==> config.mk <==
export PLATFORM = sky130hd
export DESIGN_NAME = vfm_norm
export DESIGN_NICKNAME = d
export VERILOG_FILES = /design/src/hdl/vfm_pkg.sv /design/src/hdl/vfm_norm.sv
export SDC_FILE = /design/constraint.sdc
export NUM_CORES = 1
export LEC_CHECK = 0
export ABC_AREA = 1
export BUFFER_PORTS_ARGS = -buffer_cell sky130_fd_sc_hd__buf_2
export CORE_ASPECT_RATIO = 0.6
export CORE_MARGIN = 4
export CORE_UTILIZATION = 45
export CTS_CLUSTER_DIAMETER = 120
export DETAILED_ROUTE_END_ITERATION = 10
export PLACE_DENSITY = 0.7
export SYNTH_ARGS = -nofsm -noshare
export SYNTH_HDL_FRONTEND = slang
export SYNTH_SLANG_ARGS = --single-unit
==> constraint.sdc <==
create_clock -name aclk -period 17.42 [get_ports aclk]
set_input_delay 1.742 -clock aclk [delete_from_list [all_inputs] [get_ports aclk]]
set_output_delay 1.742 -clock aclk [all_outputs]
set_load 0.05 [all_outputs]
==> src/hdl/vfm_pkg.sv <==
// ----------------------------------------------------------------------------
// vfm_pkg
// Shared types and constants of the voxel face mesh extractor.
// ----------------------------------------------------------------------------
package vfm_pkg;

    localparam int COORD_W  = 5;
    localparam int CORNER_W = 7;
    localparam int NORMAL_W = 16;
    localparam int NV_W     = 8;   // summed normal component, |n| <= 77
    localparam int A2_W     = 13;  // square of one component
    localparam int SUMSQ_W  = 15;  // sum of three squares
    localparam int FACE_W   = 3;

    localparam logic REQ_WRITE   = 1'b0;
    localparam logic REQ_EXTRACT = 1'b1;

    localparam logic [FACE_W-1:0] FACE_ZM  = 3'd0;
    localparam logic [FACE_W-1:0] FACE_ZP  = 3'd1;
    localparam logic [FACE_W-1:0] FACE_YM  = 3'd2;
    localparam logic [FACE_W-1:0] FACE_YP  = 3'd3;
    localparam logic [FACE_W-1:0] FACE_XM  = 3'd4;
    localparam logic [FACE_W-1:0] FACE_XP  = 3'd5;
    localparam logic [FACE_W-1:0] FACE_END = 3'd6;

    // neighborhood row offsets, stored as offset + 2
    localparam logic [2:0] OFF_M1   = 3'd1;
    localparam logic [2:0] OFF_0    = 3'd2;
    localparam logic [2:0] OFF_P1   = 3'd3;
    localparam logic [2:0] OFF_LAST = 3'd4;

    // corner signs per face: bit2 x, bit1 y, bit0 z (1 = plus)
    localparam logic [2:0] CORNER_SIGNS [6][4] = '{
        '{3'd2, 3'd0, 3'd4, 3'd6},
        '{3'd7, 3'd5, 3'd1, 3'd3},
        '{3'd4, 3'd0, 3'd1, 3'd5},
        '{3'd7, 3'd3, 3'd2, 3'd6},
        '{3'd1, 3'd0, 3'd2, 3'd3},
        '{3'd7, 3'd6, 3'd4, 3'd5}
    };

    typedef enum logic [3:0] {
        ST_CLEAR,
        ST_IDLE,
        ST_WR_RD,
        ST_WR_WB,
        ST_GATHER,
        ST_FACE,
        ST_NORM,
        ST_EMIT,
        ST_EMPTY
    } vfm_state_t;

    typedef enum logic [2:0] {
        N_IDLE,
        N_SQ,
        N_LOAD,
        N_PREP,
        N_DIV,
        N_SQRT,
        N_STORE
    } nrm_state_t;

    typedef struct packed {
        logic            start;
        logic [NV_W-1:0] nx;
        logic [NV_W-1:0] ny;
        logic [NV_W-1:0] nz;
    } nrm_req_t;

    typedef struct packed {
        logic                done;
        logic [NORMAL_W-1:0] qx;
        logic [NORMAL_W-1:0] qy;
        logic [NORMAL_W-1:0] qz;
    } nrm_rsp_t;

endpackage

==> src/hdl/vfm_norm.sv <==
// ----------------------------------------------------------------------------
// vfm_norm
// Iterative normalizer: per component, restoring divide of a^2*4*2^2F by
// the sum of squares, then a digit-by-digit square root, then rounding.
// ----------------------------------------------------------------------------
module vfm_norm #(
    parameter int FRAC_BITS = 14
) (
    input  logic               aclk,
    input  logic               aresetn,
    input  vfm_pkg::nrm_req_t  req,
    output vfm_pkg::nrm_rsp_t  rsp
);

    localparam int NV_W  = vfm_pkg::NV_W;
    localparam int NRM_W = vfm_pkg::NORMAL_W;
    localparam int QW    = 2 * FRAC_BITS + 3;   // quotient bits
    localparam int RW    = FRAC_BITS + 2;       // root bits
    localparam int VW    = 2 * RW;              // radicand bits
    localparam int SW    = RW + 2;              // root remainder bits
    localparam int REMW  = vfm_pkg::SUMSQ_W + 1;
    localparam int CNT_W = $clog2(QW + 1);

    vfm_pkg::nrm_state_t state_reg, state_next;

    logic [1:0]                 comp_reg, comp_next;
    logic [CNT_W-1:0]           cnt_reg, cnt_next;
    logic [NV_W-1:0]            nvec_reg [3];
    logic [NV_W-1:0]            nvec_next [3];
    logic [vfm_pkg::SUMSQ_W-1:0] s_reg, s_next;
    logic [vfm_pkg::A2_W-1:0]   a2_reg, a2_next;
    logic [REMW-1:0]            rem_reg, rem_next;
    logic [QW-1:0]              dvd_reg, dvd_next;
    logic [VW-1:0]              vsh_reg, vsh_next;
    logic [RW-1:0]              root_reg, root_next;
    logic [SW-1:0]              srem_reg, srem_next;
    logic [NRM_W-1:0]           q_reg [3];
    logic [NRM_W-1:0]           q_next [3];
    logic                       done_reg, done_next;

    logic [NV_W-1:0]   ncur;
    logic [6:0]        acur;
    logic [13:0]       sq_full;
    logic [REMW-1:0]   r_sh;
    logic [REMW-1:0]   r_sub;
    logic              r_ge;
    logic [SW+1:0]     s_sh;
    logic [SW+1:0]     trial;
    logic [SW+1:0]     s_sub;
    logic              s_ge;
    logic [RW:0]       rnd;
    logic [RW+15:0]    q_ext;
    logic              sat;
    logic [14:0]       mag15;
    logic [NRM_W-1:0]  qval;

    always_comb begin
        ncur    = nvec_reg[comp_reg];
        acur    = 7'(ncur[NV_W-1] ? (~ncur + 1'b1) : ncur);
        sq_full = 14'(acur) * 14'(acur);

        r_sh  = {rem_reg[REMW-2:0], dvd_reg[QW-1]};
        r_ge  = r_sh >= REMW'(s_reg);
        r_sub = r_sh - REMW'(s_reg);

        s_sh  = {srem_reg, vsh_reg[VW-1:VW-2]};
        trial = (SW+2)'({root_reg, 2'b01});
        s_ge  = s_sh >= trial;
        s_sub = s_sh - trial;

        rnd   = (RW+1)'(root_reg) + (RW+1)'(1);
        q_ext = (RW+16)'(rnd[RW:1]);
        sat   = |q_ext[RW+15:15];
        mag15 = sat ? 15'h7FFF : q_ext[14:0];
        qval  = ncur[NV_W-1] ? (~{1'b0, mag15} + 1'b1) : {1'b0, mag15};
    end

    always_comb begin
        state_next = state_reg;
        comp_next  = comp_reg;
        cnt_next   = cnt_reg;
        nvec_next  = nvec_reg;
        s_next     = s_reg;
        a2_next    = a2_reg;
        rem_next   = rem_reg;
        dvd_next   = dvd_reg;
        vsh_next   = vsh_reg;
        root_next  = root_reg;
        srem_next  = srem_reg;
        q_next     = q_reg;
        done_next  = 1'b0;

        case (state_reg)
            vfm_pkg::N_IDLE: begin
                if (req.start) begin
                    nvec_next[0] = req.nx;
                    nvec_next[1] = req.ny;
                    nvec_next[2] = req.nz;
                    comp_next    = 2'd0;
                    s_next       = '0;
                    state_next   = vfm_pkg::N_SQ;
                end
            end
            vfm_pkg::N_SQ: begin
                s_next = s_reg + vfm_pkg::SUMSQ_W'(sq_full);
                if (comp_reg == 2'd2) begin
                    comp_next  = 2'd0;
                    state_next = vfm_pkg::N_LOAD;
                end else begin
                    comp_next = comp_reg + 2'd1;
                end
            end
            vfm_pkg::N_LOAD: begin
                a2_next = sq_full[vfm_pkg::A2_W-1:0];
                if (acur == 7'd0) begin
                    q_next[comp_reg] = '0;
                    if (comp_reg == 2'd2) begin
                        done_next  = 1'b1;
                        state_next = vfm_pkg::N_IDLE;
                    end else begin
                        comp_next = comp_reg + 2'd1;
                    end
                end else begin
                    state_next = vfm_pkg::N_PREP;
                end
            end
            vfm_pkg::N_PREP: begin
                rem_next   = REMW'(a2_reg >> 1);
                dvd_next   = {a2_reg[0], {(QW-1){1'b0}}};
                cnt_next   = '0;
                state_next = vfm_pkg::N_DIV;
            end
            vfm_pkg::N_DIV: begin
                rem_next = r_ge ? r_sub : r_sh;
                dvd_next = {dvd_reg[QW-2:0], r_ge};
                cnt_next = cnt_reg + 1'b1;
                if (cnt_reg == CNT_W'(QW - 1)) begin
                    vsh_next   = VW'(dvd_next);
                    srem_next  = '0;
                    root_next  = '0;
                    cnt_next   = '0;
                    state_next = vfm_pkg::N_SQRT;
                end
            end
            vfm_pkg::N_SQRT: begin
                srem_next = SW'(s_ge ? s_sub : s_sh);
                root_next = {root_reg[RW-2:0], s_ge};
                vsh_next  = {vsh_reg[VW-3:0], 2'b00};
                cnt_next  = cnt_reg + 1'b1;
                if (cnt_reg == CNT_W'(RW - 1)) begin
                    state_next = vfm_pkg::N_STORE;
                end
            end
            vfm_pkg::N_STORE: begin
                q_next[comp_reg] = qval;
                if (comp_reg == 2'd2) begin
                    done_next  = 1'b1;
                    state_next = vfm_pkg::N_IDLE;
                end else begin
                    comp_next  = comp_reg + 2'd1;
                    state_next = vfm_pkg::N_LOAD;
                end
            end
            default: begin
                state_next = vfm_pkg::N_IDLE;
            end
        endcase
    end

    always_ff @(posedge aclk) begin
        if (!aresetn) begin
            state_reg <= vfm_pkg::N_IDLE;
            done_reg  <= 1'b0;
        end else begin
            state_reg <= state_next;
            done_reg  <= done_next;
        end
        comp_reg <= comp_next;
        cnt_reg  <= cnt_next;
        nvec_reg <= nvec_next;
        s_reg    <= s_next;
        a2_reg   <= a2_next;
        rem_reg  <= rem_next;
        dvd_reg  <= dvd_next;
        vsh_reg  <= vsh_next;
        root_reg <= root_next;
        srem_reg <= srem_next;
        q_reg    <= q_next;
    end

    assign rsp.done = done_reg;
    assign rsp.qx   = q_reg[0];
    assign rsp.qy   = q_reg[1];
    assign rsp.qz   = q_reg[2];

endmodule

# Yosys cells after proc, flatten, opt, wreduce, memory -nomap -nowiden
# Index checks and enable logic that the tools add are counted.
# totals
ff_bits	223
in_bits	27
output_inout_bits	49
wordCells	106
# op_classes
add_sub_neg	8
mul	1
order_cmp	4
n_eq_ne	15
n_mux	41
bitwise	5
n_reduce_logical	15
# op_table
operator	n
48-bit one-hot mux with 2 select lines	1
32-bit one-hot mux with 2 select lines	1
31-bit one-hot mux with 2 select lines	1
15-bit one-hot mux with 2 select lines	2
48-bit bitwise AND	1
48-bit bitwise mux	1
16-bit 2-to-1 mux	3
48-bit 2-to-1 mux	1
48-bit inverter	1
15-bit 2-to-1 mux	3
18-bit 2-to-1 mux	2
18-bit one-hot mux with 2 select lines	1
16-bit demux with 2-bit select	1
32-bit 2-to-1 mux	1
16-bit one-hot mux with 2 select lines	1
3-bit one-hot mux with 7 select lines	1
20-bit by 18-bit >= comparator with 1-bit output	1
3-bit 2-to-1 mux	6
18-bit subtractor	1
16-bit by 1-bit adder with 17-bit output (second input constant)	1
16-bit by 1-bit adder with 16-bit output (second input constant)	1
8-bit binary-select mux with 2-bit select	1
16-bit by 15-bit >= comparator with 1-bit output	1
8-bit 2-to-1 mux	2
35 further kinds	53

# Depth between registers and ports, before layout
# Gate-level depths: netlist of the first run.
# depth
ltp_word	10
ltp_mapped	38
mapped_depth_nobuf	38

# Worst setup path before layout of the first run
# OpenSTA, ideal clock, no wires.
# synth_timing
path_kind	reg-to-reg
startpoint	register comp_reg[0]
endpoint	register s_reg[14] (netlist bit), data pin
setup_time_ps	255
t_arrival_ps	5923
required_time_ps	17165
slack_ps	11242
path_stages_with_launch	36
n_path_buf	0
synth_period_minus_slack_ps	6178
cell_sequence	edfxtp_1 inv_2 nand2_1 a31oi_4 ha_1 nand3_1 nor2_1 nand2_1 nand2_1 nand2_1 nand2_1 nand2_1 xor2_1 ha_1 inv_1 fa_1 inv_1 fa_1 inv_1 fa_1 inv_1 ha_1 nand2_1 nor2_1 nand3_1 o211ai_1 a21boi_2 o21bai_1 xor2_1 ha_1 a21oi_1 o21ai_0 a21oi_1 nand3_1 nand2_1 nor2_1
# synth_via
elab_chain_cells	10
# synth_lines
item	line_no	source
start: declaration	vfm_norm.sv:26	logic [1:0] comp_reg, comp_next;
start signal: assignment	vfm_norm.sv:178	comp_reg <= comp_next;
2-bit inverter with 3-bit output (not written as such) *	vfm_norm.sv:58	ncur = nvec_reg[comp_reg];
8-bit binary-select mux with 2-bit select *	vfm_norm.sv:58	
8-bit 2-to-1 mux (not written as such) * (2 in series)	vfm_norm.sv:58	
7-bit inverter	vfm_norm.sv:59	acur = 7'(ncur[NV_W-1] ? (~ncur + 1'b1) : ncur);
7-bit by 1-bit adder with 7-bit output	vfm_norm.sv:59	
7-bit 2-to-1 mux *	vfm_norm.sv:59	
7-bit by 7-bit multiplier with 14-bit output *	vfm_norm.sv:60	sq_full = 14'(acur) * 14'(acur);
named net sq_full[11]	vfm_norm.sv:43	logic [13:0] sq_full;
15-bit by 14-bit adder with 15-bit output *	vfm_norm.sv:105	s_next = s_reg + vfm_pkg::SUMSQ_W'(sq_full);
15-bit one-hot mux with 2 select lines *	vfm_norm.sv:93	case (state_reg)
end signal: assignment	vfm_norm.sv:181	s_reg <= s_next;
end: declaration	vfm_norm.sv:30	logic [vfm_pkg::SUMSQ_W-1:0] s_reg, s_next;
# Mark *: on every way through the listed nets, which the timed path passes. The rest lies on a longest branch. The select of a mux whose other input is x is not followed.
# A chain may end at the register's enable or synchronous reset.

# Worst setup path in the final report of the first run
# layout_timing
startpoint	register comp_reg[0]
endpoint	register s_reg[12] (netlist bit), data pin
# Same word-level chain as after synthesis.

==> reports/summary.log, run 1 <==
[placement] placed wire-length estimate 22,300 um
[timing] final max-slew violation count 0
[floorplan] number of ports placed on the die boundary 76
[timing] Achievable Freq 0.136 GHz
[critical_path] CP most frequent cell nand2_1
[worst_hold_path] Worst Min Path Start a2_reg[4]
[route] detail-routed via count per cell 5.28
[timing] setup repair after global routing missed its margin no
[grt] GRT overflow 0
[yosys] share of synthesized flip-flops with an asynchronous set or reset 0%
[layout] commonest non-fill, non-tap cells in the layout 278 x nand2_1, 218 x edfxtp_1, 183 x inv_1, 147 x nor2_1, 143 x a21oi_1
[grt] first-pass GRT wire length 50,200 um
[clock_network] number of buffers on the longest clock path 3
[clock_network] latest clock arrival within the worst-skew pair 520 ps
[floorplan] width of the die 231 um
[route] total via count after detailed routing 10,300
[clock_network] clock root cell clkbuf_16
[status] status finished clean
[critical_path] Crit path arrival time 7610 ps
[yosys] Yosys top cell by area edfxtp_1
[clock_network] Clock H-tree levels 1
[critical_path] endpoint kind of the worst setup timing path flop
[layout] diodes inserted 0
[clock_network] post-CTS repair timing setup buffer count 0
[critical_path] origin of the critical flop-to-flop path comp_reg[0]
[grt] largest net degree at the start of global routing 79
[route] total iterations of the first detailed-routing run 5
[route] Wirelength per Cell 15.9 um
[floorplan] total die area 32,700 um^2
[critical_path] Critical Path Max Stage Delay 760 ps
[yosys] Net Count, Synth 1,579
[floorplan] area of the core region 29,000 um^2
[critical_path] reg-to-reg setup timing slack 10,090 ps
[critical_path] Worst Setup Start Kind flop
[critical_path] WS Path Type flop to flop
[yosys] syn_area_per_cell 9.20 um^2
[layout] fraction of final layout cells sized beyond drive strength 1 12.0%
[critical_path] R2R depth 35
[worst_hold_path] class of the most critical hold timing path flop to flop
[layout] area delta synth->final 11.1%
[floorplan] num rows 48
[clock_network] CTS Hold Bufs 0
[critical_path] Largest delay share family, worst path adder cells
[timing] final setup fails 0
[critical_path] Crit Reg-Reg Endpoint s_reg[12]
[clock_network] TritonCTS clock tree yes
[layout] flip-flop count of the largest register after layout 48
[timing] worst clock skew 8.20 ps
[layout] most common library cell in the layout ignoring fill and taps nand2_1
[grt] overall fraction of global-route tracks in use 18.7%
[clock_network] Reg clk slew, reported paths 70 ps
[floorplan] Die Height 142 um
[grt] vias in the first global route 9,508
[yosys] Cells after Synth 1,456
[timing] Final Critical Period 7330 ps
[floorplan] initial cell density of the core 46.2%
[layout] final layout net count 1,653
[placement] number of buffers added on ports 75
[layout] number of inserted filler cells in the final layout 2,617
[yosys] register area share after synthesis 49.5%
[timing] Hold Vio Cnt, Final 0
[job] max capacitance violation total 0
[timing] sum of negative setup slack 0 ps
[layout] Non-Filler Cell Area, Final 14,900 um^2
[worst_hold_path] hold path cells 2
[timing] period utilization 42.1%
[timing] Slew headroom 21.7%
[yosys] cells taking the most area after synthesis edfxtp_1 49%, nand2_1 7.8%, ha_1 7.7%, a21oi_1 5.3%, inv_1 5.1%
[critical_path] required time at the endpoint of the critical path 17,700 ps
[clock_network] clk sink count 222
[critical_path] count of buffering cells on the critical path with inverters included 5
[clock_network] post-CTS resize count 0
[layout] final core area utilization 51.3%
[yosys] flop and latch count out of synthesis 222
[yosys] post-synth top area share 48.9%
[route] DR DRC count 0
[placement] last weighted congestion value of the routability-driven placer 0.879
[yosys] post-synthesis instance area 13,400 um^2
[route] Total Wirelength 30,900 um
[worst_hold_path] hold path endpoint rem_reg[3]
[yosys] Syn. warnings 0
[placement] Post-DP Area 14,200 um^2
[timing] actual transition at the worst max-transition pin 1170 ps
[yosys] number of enable-type register cells in the synthesized netlist 218
[grt] antenna violations before repair 0
[clock_network] number of buffers created by CTS 22
[yosys] distinct cell type count after synthesis 57
[route] number of DRC markers after the initial detailed-route iteration 975
[critical_path] maximum fanout count along the critical path 14
[route] number of antenna-violating nets in the routed design 0
[yosys] flip-flop cell with the highest count after synthesis edfxtp_1
[critical_path] Worst path slowest cell edfxtp_1
-- worst min-delay path: stages, from the launching register on --
cell	delay, ps
edfxtp_1	320
nand2_1	50
nand2_1	50
-- worst max path at each step --
stage,depth (start not counted),to,from
detailed placement,35,s_reg[12],comp_reg[0]
global route,35,s_reg[12],comp_reg[0]
global placement,35,s_reg[12],comp_reg[0]
finish,35,s_reg[12],comp_reg[0]
CTS,35,s_reg[12],comp_reg[0]
floorplan,35,s_reg[14],comp_reg[0]
-- cell families (layout without fill, tap and decap cells) --
group                      after synthesis  after routing  synth area share, %
AOI/OAI and AO/OA                      298            298                 12.3
adders and majority gates               96             96                 9.75
buffers and inverters                  230            319                 6.68
DFF                                    222            222                 49.5
and+or+nand+nor                        560            560                 18.5
xor gates and xnor gates                50             50                 3.27
-- metal layers --
metal | track usage [%] | vias up | wire (um)
met4 | 2.78 | 0 | 368
met5 | 0 | - | 0
met1 | 31.2 | 4830 | 16300
li1 | - | 5081 | -
met3 | 3.15 | 38 | 2140
met2 | 25.6 | 317 | 12100
-- through the flow --
| step | cells | worst slack [ps] | hold WS, ps |
|---|---|---|---|
| 5_1_grt | 1945 | 9350 | 550 |
| 3_5_place_dp | 1906 | 10150 | 504 |
| 6_report | 1945 | 10090 | 515 |
| 3_3_place_gp | 1906 | 10460 | 500 |
| 4_1_cts | 1945 | 10100 | 513 |
| 2_1_floorplan | 1456 | 11240 | 495 |
-- cell type report --
type                    instances  area (um^2)  area share [%]
clock buffers                  30          602            4.04
inverters                     195          734            4.93
repair buffers                 85          450            3.03
multi-input cells            1004         5900            39.6
well taps                     400          500            3.36
clock inverters                 9         68.8           0.462
flip-flops and latches        222         6630            44.5
-- Yosys cell counts (4+ instances only) --
| master | n |
|---|---|
| a21o_1 | 6 |
| nor2_1 | 149 |
| nand3_2 | 9 |
| dfxtp_1 | 4 |
| a31oi_1 | 6 |
| o21bai_1 | 8 |
| buf_2 | 10 |
| o211ai_1 | 7 |
| ha_1 | 82 |
| nand3_1 | 52 |
| nand2_2 | 15 |
| o21ai_1 | 6 |
| edfxtp_1 | 218 |
| nand4_1 | 11 |
| xnor2_1 | 20 |
| nor2_2 | 6 |
| inv_1 | 183 |
| inv_2 | 10 |
| a21oi_1 | 143 |
| o21ai_0 | 100 |
| nor3_2 | 4 |
| nand2_1 | 280 |
| fa_1 | 14 |
| nor3_1 | 11 |
| clkbuf_1 | 18 |
| xor2_1 | 30 |
Power of run 1 is not shown: default switching activity piles up to over one toggle a cycle in this logic, so the estimate is an artifact.
==> inputs of run 2 (changes only) <==
PLACE_DENSITY = 0.72   (was 0.7)
clock period = 5.99 ns   (was 17.42 ns; I/O delays follow)
==> run 2 against run 1 <==
  * The run now ends with setup timing left
  * Global-route usage increased by 1.2 points
  * Utilization increased by 3.1 points
  * First-iteration DRC count decreased by 5.1%
  * Register-to-register slack got worse by 10000 ps
  * Setup slack got worse by 10000 ps
  * Hold slack got worse by 280 ps
  * Clock skew increased by 27 ps
  * Non-clock buffer count increased by 65
  * Sequential cell count unchanged
  * Design area increased by 6.0%
  * Highest routed layer unchanged
==> reports/summary.log, run 2 (same netlist as run 1, synthesis figures left out) <==
[status] status finished, violations left
[status] violations in the final reports setup timing
[critical_path] Worst path slowest cell fa_1
[timing] setup repair after global routing missed its margin yes
[floorplan] number of ports placed on the die boundary 76
[layout] final layout net count 1,720
[clock_network] clk sink count 222
[critical_path] Crit Reg-Reg Endpoint s_reg[13]
[clock_network] TritonCTS clock tree yes
[route] Wirelength per Cell 16.3 um
[grt] GRT overflow 0
[timing] Achievable Freq 0.162 GHz
[grt] largest net degree at the start of global routing 79
[worst_hold_path] hold path cells 1
[placement] placed wire-length estimate 23,900 um
[placement] last weighted congestion value of the routability-driven placer 0.874
[route] number of antenna-violating nets in the routed design 0
[clock_network] latest clock arrival within the worst-skew pair 540 ps
[timing] final critical-path setup slack -190 ps
[timing] sum of negative setup slack -530 ps
[timing] final setup fails 5
[layout] diodes inserted 0
[layout] area delta synth->final 17.8%
[worst_hold_path] class of the most critical hold timing path input pin to flop
[route] total iterations of the first detailed-routing run 5
[clock_network] clock root cell clkbuf_16
[floorplan] width of the die 231 um
[route] number of DRC markers after the initial detailed-route iteration 925
[floorplan] total die area 32,700 um^2
[critical_path] maximum fanout count along the critical path 6
[critical_path] reg-to-reg setup timing slack -190 ps
[timing] Hold Vio Cnt, Final 0
[timing] Final Critical Period 6180 ps
[route] detail-routed via count per cell 5.28
[timing] final max-slew violation count 0
[worst_hold_path] Worst Min Path Start req[19]
[layout] most common library cell in the layout ignoring fill and taps nand2_1
[grt] vias in the first global route 10,100
[critical_path] Worst Setup Start Kind flop
[clock_network] number of buffers created by CTS 24
[floorplan] Die Height 142 um
[critical_path] Critical Path Max Stage Delay 550 ps
[critical_path] endpoint kind of the worst setup timing path flop
[timing] worst clock skew 34.9 ps
[timing] period utilization 103%
[floorplan] initial cell density of the core 46.2%
[placement] number of buffers added on ports 75
[floorplan] area of the core region 29,000 um^2
[critical_path] WS Path Type flop to flop
[floorplan] num rows 48
[route] Total Wirelength 32,900 um
[route] DR DRC count 0
[critical_path] origin of the critical flop-to-flop path comp_reg[0]
[route] total via count after detailed routing 10,600
[clock_network] Reg clk slew, reported paths 60 ps
[grt] antenna violations before repair 0
[timing] actual transition at the worst max-transition pin 1140 ps
[worst_hold_path] hold path endpoint nvec_reg[19]
[job] max capacitance violation total 0
[critical_path] Crit path arrival time 6560 ps
[clock_network] Clock H-tree levels 1
[timing] Slew headroom 23.6%
[layout] commonest non-fill, non-tap cells in the layout 272 x nand2_1, 218 x edfxtp_1, 179 x inv_1, 144 x nor2_1, 136 x a21oi_1
[critical_path] required time at the endpoint of the critical path 6370 ps
[critical_path] R2R depth 32
[clock_network] number of buffers on the longest clock path 3
[grt] overall fraction of global-route tracks in use 19.9%
[layout] flip-flop count of the largest register after layout 48
[layout] fraction of final layout cells sized beyond drive strength 1 17.9%
[grt] first-pass GRT wire length 52,900 um
[layout] final core area utilization 54.4%
==> run 2: cell types whose count changed in the layout (fill, tap and decap cells not counted), moves of 6 or more <==
| cell | delta |
|---|---|
| o21ai_0 | -7 |
| nand2_1 | -6 |
| a21oi_1 | -7 |
| buf_4 | +61 |
| nand2_2 | +6 |
==> run 2: cell type report <==
class,instances,area (um^2)
multi-input combinational,1004,6140
inverter,195,734
clock buffer,29,619
sequential,222,6630
timing repair buffer,150,962
fill,2507,13200
clock inverter,13,196
tap,400,500
==> run 2: worst max-delay path: cells and delay by family, from the launching register on <==
| family | cells | cell delay (ps) |
|---|---|---|
| adder cells (fa/ha/maj) | 7 | 2690 |
| AO/OA/AOI/OAI | 8 | 1310 |
| AND/OR/NAND/NOR | 10 | 750 |
| flip-flops | 1 | 420 |
| buffers and inverters | 5 | 420 |
| XOR/XNOR | 2 | 420 |
==> run 2: routing by layer <==
layer  share of wire, %  up-vias  track usage (%)
li1                   -     5215                -
met1                 51     5013             32.2
met2                 40      350             27.4
met3                7.2       42             3.89
met4                2.0        0             4.24
met5                  0        -                0
==> run 2: stage by stage <==
| stage | hold WS [ps] | worst slack [ps] | instance area [um^2] | instances |
|---|---|---|---|---|
| 2_1_floorplan | 495 | -73.3 | 13400 | 1456 |
| 3_3_place_gp | 511 | -113 | 14700 | 1959 |
| 3_5_place_dp | 512 | -277 | 14700 | 1959 |
| 4_1_cts | 210 | -165 | 15600 | 2007 |
| 5_1_grt | 212 | -591 | 15800 | 2013 |
| 6_report | 231 | -190 | 15800 | 2013 |
==> run 2: worst max path at each step <==
stage,startpoint,end,slack (ps),cells after the start
floorplan,comp_reg[0],s_reg[14],-70,35
global placement,comp_reg[0],s_reg[12],-110,34
detailed placement,comp_reg[0],s_reg[12],-280,34
CTS,comp_reg[0],s_reg[13],-170,33
global route,comp_reg[0],s_reg[13],-590,34
finish,comp_reg[0],s_reg[13],-190,32
==> run 2: repair_timing <==
item                                    in CTS  in global routing
hold buffers                                 0                  0
pin swaps                                   30                  9
buffers inserted                             6                  5
gates resized for setup                     13                 27
cloned                                       0                  0
endpoints found under the setup margin       7                  8
Power of run 2 is left out for the same reason.
